**src/design/bol_pkg.sv**
```systemverilog
`timescale 1ns / 1ps

package bol_pkg;

  localparam int VALUE_W   = 32;
  localparam int POS_W     = 7;
  localparam int ENTRY_W   = 7;
  localparam int ACT_W     = 3;
  localparam int ST_W      = 2;
  localparam int IN_DATA_W = 40;
  localparam int OUT_DATA_W = 40;

  localparam logic [ACT_W-1:0] ACT_INS_FRONT = 3'd0;
  localparam logic [ACT_W-1:0] ACT_INS_END   = 3'd1;
  localparam logic [ACT_W-1:0] ACT_DEL_FIRST = 3'd2;
  localparam logic [ACT_W-1:0] ACT_DEL_LAST  = 3'd3;
  localparam logic [ACT_W-1:0] ACT_DEL_POS   = 3'd4;
  localparam logic [ACT_W-1:0] ACT_DUMP      = 3'd5;
  localparam logic [ACT_W-1:0] ACT_COUNT     = 3'd6;

  localparam logic [ST_W-1:0] ST_OK      = 2'd0;
  localparam logic [ST_W-1:0] ST_EMPTY   = 2'd1;
  localparam logic [ST_W-1:0] ST_INVALID = 2'd2;
  localparam logic [ST_W-1:0] ST_FULL    = 2'd3;

  typedef struct packed {
    logic [ST_W-1:0]           status;
    logic signed [VALUE_W-1:0] element;
    logic [ENTRY_W-1:0]        entry_count;
    logic                      last;
  } res_t;

endpackage

```
**src/design/bounded_ordered_list.sv**
```systemverilog
`timescale 1ns / 1ps

// channel  dir  handshake                       payload
// in       in   in_tvalid / in_tready           tuser action, tdata value | position
// out      out  out_tvalid / out_tready         tuser status, tdata element | entry_count,
//                                               tlast last
//
// insert end, delete last, count and refused edits: from accept straight to S_RES, then the result
// shifting deletes: a store read and a write per moved entry, through the single store read port, then S_RES
// insert front on a filled list: a read and a write per moved entry, then the front write and S_RES
// dump: per value a store read, then a result
// reset is synchronous; entry count clears, store contents stay undefined
// the block takes no item until its last result enters the output register

module bounded_ordered_list #(
  parameter int CAPACITY = 16
) (
  input  logic                           clk,
  input  logic                           rst_n,
  input  logic                           in_tvalid,
  output logic                           in_tready,
  input  logic [bol_pkg::IN_DATA_W-1:0]  in_tdata,   // value[31:0], position[38:32]
  input  logic [bol_pkg::ACT_W-1:0]      in_tuser,   // action
  output logic                           out_tvalid,
  input  logic                           out_tready,
  output logic [bol_pkg::OUT_DATA_W-1:0] out_tdata,  // element[31:0], entry_count[38:32]
  output logic [bol_pkg::ST_W-1:0]       out_tuser,  // status
  output logic                           out_tlast
);
  import bol_pkg::*;

  localparam int AW = $clog2(CAPACITY);
  localparam int CW = $clog2(CAPACITY + 1);

  localparam logic [2:0] S_IDLE   = 3'd0;
  localparam logic [2:0] S_MV_RD  = 3'd1;
  localparam logic [2:0] S_MV_WR  = 3'd2;
  localparam logic [2:0] S_INS0   = 3'd3;
  localparam logic [2:0] S_DP_RD  = 3'd4;
  localparam logic [2:0] S_DP_OUT = 3'd5;
  localparam logic [2:0] S_RES    = 3'd6;

  logic [2:0]         state_r, state_nxt;
  logic [CW-1:0]      count_r, count_nxt;
  logic [AW-1:0]      dst_r, dst_nxt;
  logic               up_r, up_nxt;
  logic [VALUE_W-1:0] val_r, val_nxt;
  logic [ST_W-1:0]    status_r, status_nxt;

  logic               in_acc;
  logic [ACT_W-1:0]   in_action;
  logic [VALUE_W-1:0] in_value;
  logic [POS_W-1:0]   in_position;
  logic [POS_W-1:0]   pos_m1;
  logic [AW-1:0]      del_k;
  logic               del_bad;
  logic               full;
  logic               empty;
  logic [AW-1:0]      src;

  logic               mem_we;
  logic [AW-1:0]      mem_waddr;
  logic [VALUE_W-1:0] mem_wdata;
  logic               mem_re;
  logic [AW-1:0]      mem_raddr;
  logic [VALUE_W-1:0] mem_rdata;

  logic               res_valid;
  logic               res_ready;
  res_t               res;
  logic               dump_last;

  assign in_tready   = (state_r == S_IDLE);
  assign in_acc      = in_tvalid && in_tready;
  assign in_action   = in_tuser;
  assign in_value    = in_tdata[31:0];
  assign in_position = in_tdata[38:32];

  assign full   = (count_r == CW'(CAPACITY));
  assign empty  = (count_r == '0);
  assign pos_m1 = in_position - POS_W'(1);

  // shared address step: source of the next move, also the next destination
  assign src = up_r ? dst_r - AW'(1) : dst_r + AW'(1);

  assign dump_last = ((CW'(dst_r) + CW'(1)) == count_r);

  always_comb begin
    del_k   = '0;
    del_bad = 1'b0;
    case (in_action)
      ACT_DEL_LAST: begin
        del_k = AW'(count_r - CW'(1));
      end
      ACT_DEL_POS: begin
        del_k   = pos_m1[AW-1:0];
        del_bad = (in_position == '0) || (in_position > ENTRY_W'(count_r));
      end
      default: begin
        del_k = '0;
      end
    endcase
  end

  always_comb begin
    state_nxt  = state_r;
    count_nxt  = count_r;
    dst_nxt    = dst_r;
    up_nxt     = up_r;
    val_nxt    = val_r;
    status_nxt = status_r;
    mem_we     = 1'b0;
    mem_waddr  = dst_r;
    mem_wdata  = val_r;
    mem_re     = 1'b0;
    mem_raddr  = src;
    res_valid  = 1'b0;
    res.status      = status_r;
    res.element     = '0;
    res.entry_count = ENTRY_W'(count_r);
    res.last        = 1'b1;

    case (state_r)
      S_IDLE: begin
        if (in_acc) begin
          val_nxt    = in_value;
          status_nxt = ST_OK;
          state_nxt  = S_RES;
          case (in_action)
            ACT_INS_FRONT, ACT_INS_END: begin
              if (full) begin
                status_nxt = ST_FULL;
              end else if (in_action == ACT_INS_END || empty) begin
                mem_we    = 1'b1;
                mem_waddr = count_r[AW-1:0];
                mem_wdata = in_value;
                count_nxt = count_r + CW'(1);
              end else begin
                up_nxt    = 1'b1;
                dst_nxt   = count_r[AW-1:0];
                state_nxt = S_MV_RD;
              end
            end
            ACT_DEL_FIRST, ACT_DEL_LAST, ACT_DEL_POS: begin
              if (empty) begin
                status_nxt = ST_EMPTY;
              end else if (del_bad) begin
                status_nxt = ST_INVALID;
              end else if (CW'(del_k) == count_r - CW'(1)) begin
                count_nxt = count_r - CW'(1);
              end else begin
                up_nxt    = 1'b0;
                dst_nxt   = del_k;
                state_nxt = S_MV_RD;
              end
            end
            ACT_DUMP: begin
              if (empty) begin
                status_nxt = ST_EMPTY;
              end else begin
                dst_nxt   = '0;
                state_nxt = S_DP_RD;
              end
            end
            ACT_COUNT: begin
              status_nxt = ST_OK;
            end
            default: begin
              status_nxt = ST_INVALID;
            end
          endcase
        end
      end
      S_MV_RD: begin
        mem_re    = 1'b1;
        mem_raddr = src;
        state_nxt = S_MV_WR;
      end
      S_MV_WR: begin
        mem_we    = 1'b1;
        mem_waddr = dst_r;
        mem_wdata = mem_rdata;
        dst_nxt   = src;
        if (up_r) begin
          state_nxt = (src == '0) ? S_INS0 : S_MV_RD;
        end else if (CW'(src) == count_r - CW'(1)) begin
          count_nxt = count_r - CW'(1);
          state_nxt = S_RES;
        end else begin
          state_nxt = S_MV_RD;
        end
      end
      S_INS0: begin
        mem_we    = 1'b1;
        mem_waddr = '0;
        mem_wdata = val_r;
        count_nxt = count_r + CW'(1);
        state_nxt = S_RES;
      end
      S_DP_RD: begin
        mem_re    = 1'b1;
        mem_raddr = dst_r;
        state_nxt = S_DP_OUT;
      end
      S_DP_OUT: begin
        res_valid   = 1'b1;
        res.status  = ST_OK;
        res.element = mem_rdata;
        res.last    = dump_last;
        if (res_ready) begin
          if (dump_last) begin
            state_nxt = S_IDLE;
          end else begin
            dst_nxt   = dst_r + AW'(1);
            state_nxt = S_DP_RD;
          end
        end
      end
      S_RES: begin
        res_valid = 1'b1;
        if (res_ready) begin
          state_nxt = S_IDLE;
        end
      end
      default: begin
        state_nxt = S_IDLE;
      end
    endcase
  end

  always_ff @(posedge clk) begin
    if (!rst_n) begin
      state_r <= S_IDLE;
      count_r <= '0;
    end else begin
      state_r <= state_nxt;
      count_r <= count_nxt;
    end
    dst_r    <= dst_nxt;
    up_r     <= up_nxt;
    val_r    <= val_nxt;
    status_r <= status_nxt;
  end

  bol_store #(
    .DEPTH (CAPACITY),
    .AW    (AW)
  ) u_store (
    .clk   (clk),
    .we    (mem_we),
    .waddr (mem_waddr),
    .wdata (mem_wdata),
    .re    (mem_re),
    .raddr (mem_raddr),
    .rdata (mem_rdata)
  );

  bol_outreg u_outreg (
    .clk        (clk),
    .rst_n      (rst_n),
    .res_valid  (res_valid),
    .res        (res),
    .res_ready  (res_ready),
    .out_tvalid (out_tvalid),
    .out_tready (out_tready),
    .out_tdata  (out_tdata),
    .out_tuser  (out_tuser),
    .out_tlast  (out_tlast)
  );

  a_count_bound: assert property (@(posedge clk) disable iff (!rst_n)
    count_r <= CW'(CAPACITY))
    else $error("entry count above capacity");

  a_count_step: assert property (@(posedge clk) disable iff (!rst_n)
    $past(rst_n) |-> (count_r == $past(count_r) ||
                      count_r == $past(count_r) + CW'(1) ||
                      count_r == $past(count_r) - CW'(1)))
    else $error("entry count moved by more than one");

  a_busy_after_accept: assert property (@(posedge clk) disable iff (!rst_n)
    in_acc |=> !in_tready)
    else $error("item taken while previous item still in work");

  a_one_port_op: assert property (@(posedge clk) disable iff (!rst_n)
    !(mem_we && mem_re))
    else $error("store read and write in the same cycle");

  a_partial_only_in_dump: assert property (@(posedge clk) disable iff (!rst_n)
    (res_valid && !res.last) |-> (state_r == S_DP_OUT && !empty))
    else $error("non-final result outside a dump");

endmodule

```
**src/design/bol_store.sv**
```systemverilog
`timescale 1ns / 1ps

module bol_store #(
  parameter int DEPTH = 16,
  parameter int AW    = 4
) (
  input  logic                        clk,
  input  logic                        we,
  input  logic [AW-1:0]               waddr,
  input  logic [bol_pkg::VALUE_W-1:0] wdata,
  input  logic                        re,
  input  logic [AW-1:0]               raddr,
  output logic [bol_pkg::VALUE_W-1:0] rdata
);
  import bol_pkg::*;

  logic [VALUE_W-1:0] mem [DEPTH];
  logic [VALUE_W-1:0] rdata_r;

  always_ff @(posedge clk) begin
    if (we) begin
      mem[waddr] <= wdata;
    end
    if (re) begin
      rdata_r <= mem[raddr];
    end
  end

  assign rdata = rdata_r;

endmodule

```
**src/design/bol_outreg.sv**
```systemverilog
`timescale 1ns / 1ps

module bol_outreg (
  input  logic                           clk,
  input  logic                           rst_n,
  input  logic                           res_valid,
  input  bol_pkg::res_t                  res,
  output logic                           res_ready,
  output logic                           out_tvalid,
  input  logic                           out_tready,
  output logic [bol_pkg::OUT_DATA_W-1:0] out_tdata,
  output logic [bol_pkg::ST_W-1:0]       out_tuser,
  output logic                           out_tlast
);
  import bol_pkg::*;

  logic valid_r;
  logic valid_nxt;
  res_t res_r;

  assign res_ready = !valid_r || out_tready;

  always_comb begin
    valid_nxt = valid_r;
    if (res_ready) begin
      valid_nxt = res_valid;
    end
  end

  always_ff @(posedge clk) begin
    if (!rst_n) begin
      valid_r <= 1'b0;
    end else begin
      valid_r <= valid_nxt;
    end
    if (res_valid && res_ready) begin
      res_r <= res;
    end
  end

  assign out_tvalid = valid_r;
  assign out_tdata  = {1'b0, res_r.entry_count, res_r.element};
  assign out_tuser  = res_r.status;
  assign out_tlast  = res_r.last;

endmodule
```
**config.mk**
```make
export PLATFORM = sky130hd
export DESIGN_NAME = bounded_ordered_list
export DESIGN_NICKNAME = d
export VERILOG_FILES = /design/src/design/bol_pkg.sv /design/src/design/bounded_ordered_list.sv /design/src/design/bol_store.sv /design/src/design/bol_outreg.sv
export SDC_FILE = /design/constraint.sdc
export NUM_CORES = 1
export LEC_CHECK = 0
export ABC_AREA = 1
export BUFFER_PORTS_ARGS = -buffer_cell sky130_fd_sc_hd__buf_2
export CAP_MARGIN = 20
export CORE_MARGIN = 5
export CORE_UTILIZATION = 56
export CTS_CLUSTER_SIZE = 16
export DETAILED_ROUTE_END_ITERATION = 8
export GPL_ROUTABILITY_DRIVEN = 0
export PLACE_DENSITY = 0.76
export RECOVER_POWER = 50
export REMOVE_ABC_BUFFERS = 1
export SYNTH_ARGS = -nofsm -noshare
export SYNTH_HDL_FRONTEND = slang
export SYNTH_SLANG_ARGS = --single-unit
```
**constraint.sdc**
```tcl
create_clock -name clk -period 3.8 [get_ports clk]
set_clock_uncertainty 0.1 [all_clocks]
set_input_delay 0.19 -clock clk [delete_from_list [all_inputs] [get_ports clk]]
set_output_delay 0.19 -clock clk [all_outputs]
set_load 0.005 [all_outputs]
```
==> results.json, run 1 <==
{
  "grt-ovfl-total": 0,
  "maxCapViolations": 2,
  "power.total_uw": 30500,
  "cellPowerDensity_mw_per_mm2": 1010,
  "maxSlewHeadroom_pct": -5.66,
  "die_area_sq_mm": 0.0511,
  "vias_per_cell": 6.27,
  "first_iter_violations": 2227,
  "ys_seq_elements": 632,
  "async_flop_share_pct": 0,
  "die_h_um": 226,
  "place_hpwl_mm": 36.1,
  "rsz0062_at_grt": "no",
  "synth_top_area_share_pct": 71.6,
  "clock_latency_ns": 0.63,
  "area_delta_synth_final_pct": 15.0,
  "synth-edff-count": 623,
  "drtPass1Iterations": 6,
  "min_period_ns": 3.59,
  "core_sq_mm": 0.0464,
  "clock_sinks": 632,
  "crit_type": "flop to flop",
  "grt_start_max_net_pins": 162,
  "synth.largest_area_cell": "edfxtp_1",
  "synthTopCellsByCount": "edfxtp_1, nor2_1, o21ai_0",
  "wl_per_cell_um": 23.7,
  "synth.area.top_cells": "edfxtp_1, o21ai_0, nor2_1",
  "status": "finished, violations left",
  "drc": 0,
  "start_kind": "flop",
  "clockBufferDepth": 3,
  "fmax_ghz": 0.279,
  "syn_area_sq_mm": 0.0261,
  "antenna_found_initial": 0,
  "io_buffers": 87,
  "use_met2_pct": 41.6,
  "cts_tree": "done",
  "final_layout_size_suffix_gt1_share_pct": 12.1,
  "met3_usage_pct": 5.41,
  "wl_mm": 67.2,
  "start_util_pct": 56.4,
  "met1_usage_pct": 35.4,
  "grt_use_total_pct": 25.8,
  "tightest_slew_ns": 1.58,
  "dp.cells": 2665,
  "clock_power_share_pct": 20.7,
  "failed_checks": "max-capacitance violations, max-slew violations",
  "die_w_um": 226,
  "place_ws_ns": 0.446,
  "cts_buffers": 59,
  "grt-busiest-layer": "met2",
  "avgSynthCellArea_sq_um": 12.9,
  "end_kind": "flop",
  "io_pins": 92,
  "fin_crit_sh_pct": 94.4,
  "synthFlopType": "edfxtp_1",
  "switchingPower_uw": 12500,
  "p_int_uw": 18000,
  "arrival_ns": 3.97,
  "fin_ws_ns": 0.214,
  "synth_cell_types": 46,
  "path_clk_slew_ns": 0.06,
  "grt_pass1_vias": 17368,
  "synthMostInstantiatedCell": "edfxtp_1",
  "slew_viol_final": 57,
  "hold_viol_final": 0,
  "sw_frac_of_total_pct": 41.0,
  "comb_power_share_pct": 43.6,
  "p_leak_uw": 0.0101,
  "stdcell_count": 2840,
  "crit_fanout": 161,
  "synth_warnings": 0,
  "grt_pass1_wl_mm": 100,
  "vdd_drop_max_v": 0.00134,
  "setup_viol_count_final": 0,
  "synthCells": 2028,
  "ys_seq_area_share_pct": 72.2,
  "num_rows": 79,
  "ant_nets": 0,
  "min_path_type": "primary input to flop",
  "p_seq_share_pct": 35.6,
  "root_buffer": "clkbuf_16",
  "vias": 17799,
  "cts_max_level": 2,
  "cp_data_required_time_ns": 4.19,
  "final_nets": 2238,
  "fin_tns_setup_ns": 0
}
[layout by cell type (no fill, tap or decap), types with 5 or more instances in the layout]
master,Yosys,routed
edfxtp_1,623,623
nor2_1,359,344
o21ai_0,291,292
nand2_1,124,125
o221ai_1,122,122
clkbuf_1,53,89
inv_1,74,75
clkbuf_16,0,60
nand3_1,52,52
buf_4,12,52
o211ai_1,43,43
o22ai_1,42,42
o21ai_1,40,40
dlygate4sd3_1,0,39
buf_2,59,33
nor2_4,4,20
a21oi_1,16,17
buf_12,0,17
inv_2,16,14
nand2_2,14,12
bufinv_16,0,12
xor2_1,11,11
ha_1,10,10
clkinv_2,0,10
clkinv_1,1,8
dfxtp_1,9,8
nand4_1,6,6
clkinvlp_4,0,6
nand3_2,5,5
[flip-flops by register name, summed over array words and instances, names as in the netlist]
name                 cells
u_store.mem            512
u_store.rdata           32
u_outreg.out_tdata      37
u_outreg.out_tvalid      1
dst_r                    4
status_r                 2
state_r                  3
u_outreg.out_tlast       1
up_r                     1
val_r                   32
u_outreg.out_tuser       2
count_r                  5
[cells by family (layout without fill, tap and decap cells)]
group           count (synthesis)  after routing  share of synthesized area (%)
other cells                     1              4                         0.0143
compound gates                570            570                           13.6
flops                         632            632                           72.2
fa+ha+maj                      10             10                          0.479
buf+inv                       226            428                           3.94
simple gates                  575            575                           9.23
xor+xnor                       14             14                          0.498
[power by group through the flow]
stage               sequential, uW  clock [uW]  combinational (uW)
floorplan                    10900           0                8040
global placement             11000           0               12300
detailed placement           11000           0               12800
CTS                          10900        6370               13000
global route                 10900        6660               14500
finish                       10900        6310               13300
[timing repair]
| item | 4_1_cts | 5_1_grt |
|---|---|---|
| resized for setup | 0 | 0 |
| buffers inserted | 0 | 0 |
| hold endpoints to repair | 42 | 0 |
| hold buffers | 39 | 0 |
[stage by stage]
step / hold WS (ns) / area (sq um) / utilization [%]
after floorplan: 0.189 / 25500 / -
after global placement: 0.284 / 27600 / 59.6
after detailed placement: 0.285 / 27600 / 59.6
after CTS: 0.0138 / 30100 / 64.9
after global routing: 0.0883 / 30100 / 64.9
final: 0.0416 / 30100 / 64.9
[metal layers]
metal,vias up,routed length [um]
li1,7879,-
met2,1026,31800
met5,-,0
met3,152,7440
met1,8742,26000
met4,0,1990
[final timing paths]
| kind | startpoint | slack (ns) | cells after the start | end |
|---|---|---|---|---|
| setup reg to reg | state_r[2] | 0.21 | 9 | u_store.rdata[21] |
| setup / recovery | state_r[2] | 0.21 | 9 | u_store.rdata[21] |
| hold reg to reg | status_r[1] | 0.41 | 2 | u_outreg.out_tuser[1] |
| hold / removal | in_tuser[1] | 0.04 | 4 | status_r[0] |
[worst max-delay path, stage by stage, from the launching register on]
cell and delay, ns:
dfxtp_1 1.17, nand2_2 0.36, inv_2 0.22, nand2_2 0.11
nand2_8 0.10, buf_12 0.48, o21ai_0 0.26, o22ai_1 0.26
o211ai_1 0.15, nand2_1 0.14
[cell type report]
cell class,count,area [sq um]
antenna,1,2.50
clock buffer,74,1580
clock inverter,38,515
fill,3208,16300
inverter,92,353
multi-input combinational,1172,6360
sequential,632,18900
tap,607,759
timing repair buffer,224,1600
Power figures use the tool's default switching activity.
==> run 2, diff against run 1 <==
==> constraint.sdc (replaced) <==
create_clock -name clk -period 3.1 [get_ports clk]
set_clock_uncertainty 0.1 [all_clocks]
set_input_delay 0.155 -clock clk [delete_from_list [all_inputs] [get_ports clk]]
set_output_delay 0.155 -clock clk [all_outputs]
set_load 0.005 [all_outputs]
==> results.json, run 2 (same netlist as run 1, synthesis figures left out) <==
{
  "wl_per_cell_um": 23.8,
  "clock_power_share_pct": 18.4,
  "dp.cells": 2670,
  "area_delta_synth_final_pct": 15.2,
  "drc": 0,
  "switchingPower_uw": 15400,
  "path_clk_slew_ns": 0.06,
  "cts_tree": "done",
  "hold_viol_final": 0,
  "grt_pass1_vias": 17385,
  "vias_per_cell": 6.34,
  "end_kind": "flop",
  "crit_chain": "inv_2 -> ha_1 -> xor2_1 -> nand2_1 -> o21ai_4 -> buf_12 -> o21ai_0 -> o221ai_1 -> o211ai_1 -> nand2_1",
  "die_h_um": 226,
  "grt_start_max_net_pins": 96,
  "die_area_sq_mm": 0.0511,
  "crit_fanout": 80,
  "core_sq_mm": 0.0464,
  "sw_frac_of_total_pct": 42.0,
  "largest_reg_flops": 512,
  "final_layout_size_suffix_gt1_share_pct": 13.4,
  "stdcell_count": 2835,
  "antenna_found_initial": 1,
  "fin_crit_sh_pct": 95.7,
  "clock_latency_ns": 0.63,
  "start_kind": "flop",
  "final_nets": 2236,
  "start_util_pct": 56.4,
  "regMostFlops": "u_store.mem",
  "holdPathStages": 5,
  "fin_tns_setup_ns": 0,
  "wl_mm": 67.6,
  "ff2ff_setup_slack_ns": 0.13,
  "clock_sinks": 632,
  "final_cell_mix": "edfxtp_1, nor2_1, o21ai_0, nand2_1, o221ai_1",
  "comb_power_share_pct": 45.8,
  "holdPathEnd": "status_r[1]",
  "arrival_ns": 3.36,
  "p_seq_share_pct": 35.7,
  "rsz0062_at_grt": "no",
  "grt-ovfl-total": 0,
  "min_period_ns": 2.97,
  "num_rows": 79,
  "die_w_um": 226,
  "grt_use_total_pct": 25.9,
  "p_int_uw": 21300,
  "r2r_start": "dst_r[0]",
  "ff2ff_path_depth": 10,
  "cts_max_level": 2,
  "crit_type": "flop to flop",
  "worstHoldStart": "in_tdata[38]",
  "slew_viol_final": 0,
  "vias": 17984,
  "place_hpwl_mm": 37.5,
  "vdd_drop_max_v": 0.00153,
  "maxSlewHeadroom_pct": 9.31,
  "setup_viol_count_final": 0,
  "ant_nets": 0,
  "cellPowerDensity_mw_per_mm2": 1220,
  "layout_commonest_cell": "edfxtp_1",
  "cts_buffers": 58,
  "min_path_type": "primary input to flop",
  "drtPass1Iterations": 6,
  "cp_data_required_time_ns": 3.50,
  "fmax_ghz": 0.337,
  "grt_pass1_wl_mm": 101,
  "p_leak_uw": 0.0101,
  "crit_slowest_cell": "edfxtp_1",
  "r2r-end": "u_store.rdata[3]",
  "path_common_cell": "nand2_1",
  "io_buffers": 87,
  "tightest_slew_ns": 1.36,
  "io_pins": 92,
  "first_iter_violations": 2652,
  "maxCapViolations": 0,
  "root_buffer": "clkbuf_16",
  "clockBufferDepth": 3,
  "status": "finished, final reports clean",
  "slowest_delay_ns": 0.53
}
[run 2: metrics by stage]
step                cell area, sq um  setup WS [ns]  hold WS [ns]  power, uW  utilization (%)
floorplan                      25500          -3.51         0.154      23000                -
global placement               27900          0.180         0.249      28800             60.3
detailed placement             27900        -0.0216         0.251      29600             60.3
CTS                            30200        0.00356        0.0226      36500             65.1
global route                   30100        0.00772        0.0616      38700             65.0
finish                         30100          0.133        0.0681      36800             65.0
[run 2: how the worst max path moves through the flow]
stage / from / end / slack (ns) / cells past startpoint
floorplan: state_r[2] / u_store.rdata[10] / -3.51 / 9
global placement: count_r[0] / u_store.mem[0][28] / 0.18 / 9
detailed placement: count_r[0] / u_store.mem[4][30] / -0.02 / 9
CTS: count_r[0] / u_store.mem[6][30] / 0.004 / 9
global route: count_r[2] / state_r[0] / 0.008 / 17
finish: dst_r[0] / u_store.rdata[3] / 0.13 / 10
[run 2: area by class of cell]
| cell class | instances | area [sq um] |
|---|---|---|
| Sequential cell | 632 | 18900 |
| Inverter | 92 | 353 |
| Multi-Input combinational cell | 1172 | 6440 |
| Timing Repair Buffer | 223 | 1880 |
| Antenna cell | 1 | 2.50 |
| Fill cell | 3179 | 16200 |
| Clock inverter | 39 | 305 |
| Clock buffer | 69 | 1490 |
| Tap cell | 607 | 759 |
[run 2: timing repair]
| item | 4_1_cts | 5_1_grt |
|---|---|---|
| endpoints found under the setup margin | 16 | 239 |
| setup buffers | 0 | 0 |
| cloned | 0 | 0 |
| hold endpoints to repair | 44 | 0 |
| resized for setup | 1 | 16 |
| hold buffers | 41 | 0 |
[run 2: layer usage]
layer,global-route usage (%),wire length (um)
met2,42.0,32300
met1,36.1,25800
met3,5.12,7780
met4,7.96,1730
met5,0,0
[run 2: power by group through the flow]
stage / clock (uW) / combinational (uW) / sequential (uW)
after detailed placement: 0 / 16300 / 13300
after global placement: 0 / 15500 / 13300
after floorplan: 0 / 9700 / 13300
final: 6780 / 16900 / 13100
after CTS: 6840 / 16500 / 13200
after global routing: 7210 / 18200 / 13200
[run 2: worst max-delay path, delay by kind of cell (launching register included)]
kind | cells | cell delay (ns)
flip-flops | 1 | 0.53
AND/OR/NAND/NOR | 2 | 0.28
adder cells (fa/ha/maj) | 1 | 0.46
AO/OA/AOI/OAI | 4 | 0.68
XOR/XNOR | 1 | 0.22
buffers and inverters | 2 | 0.52
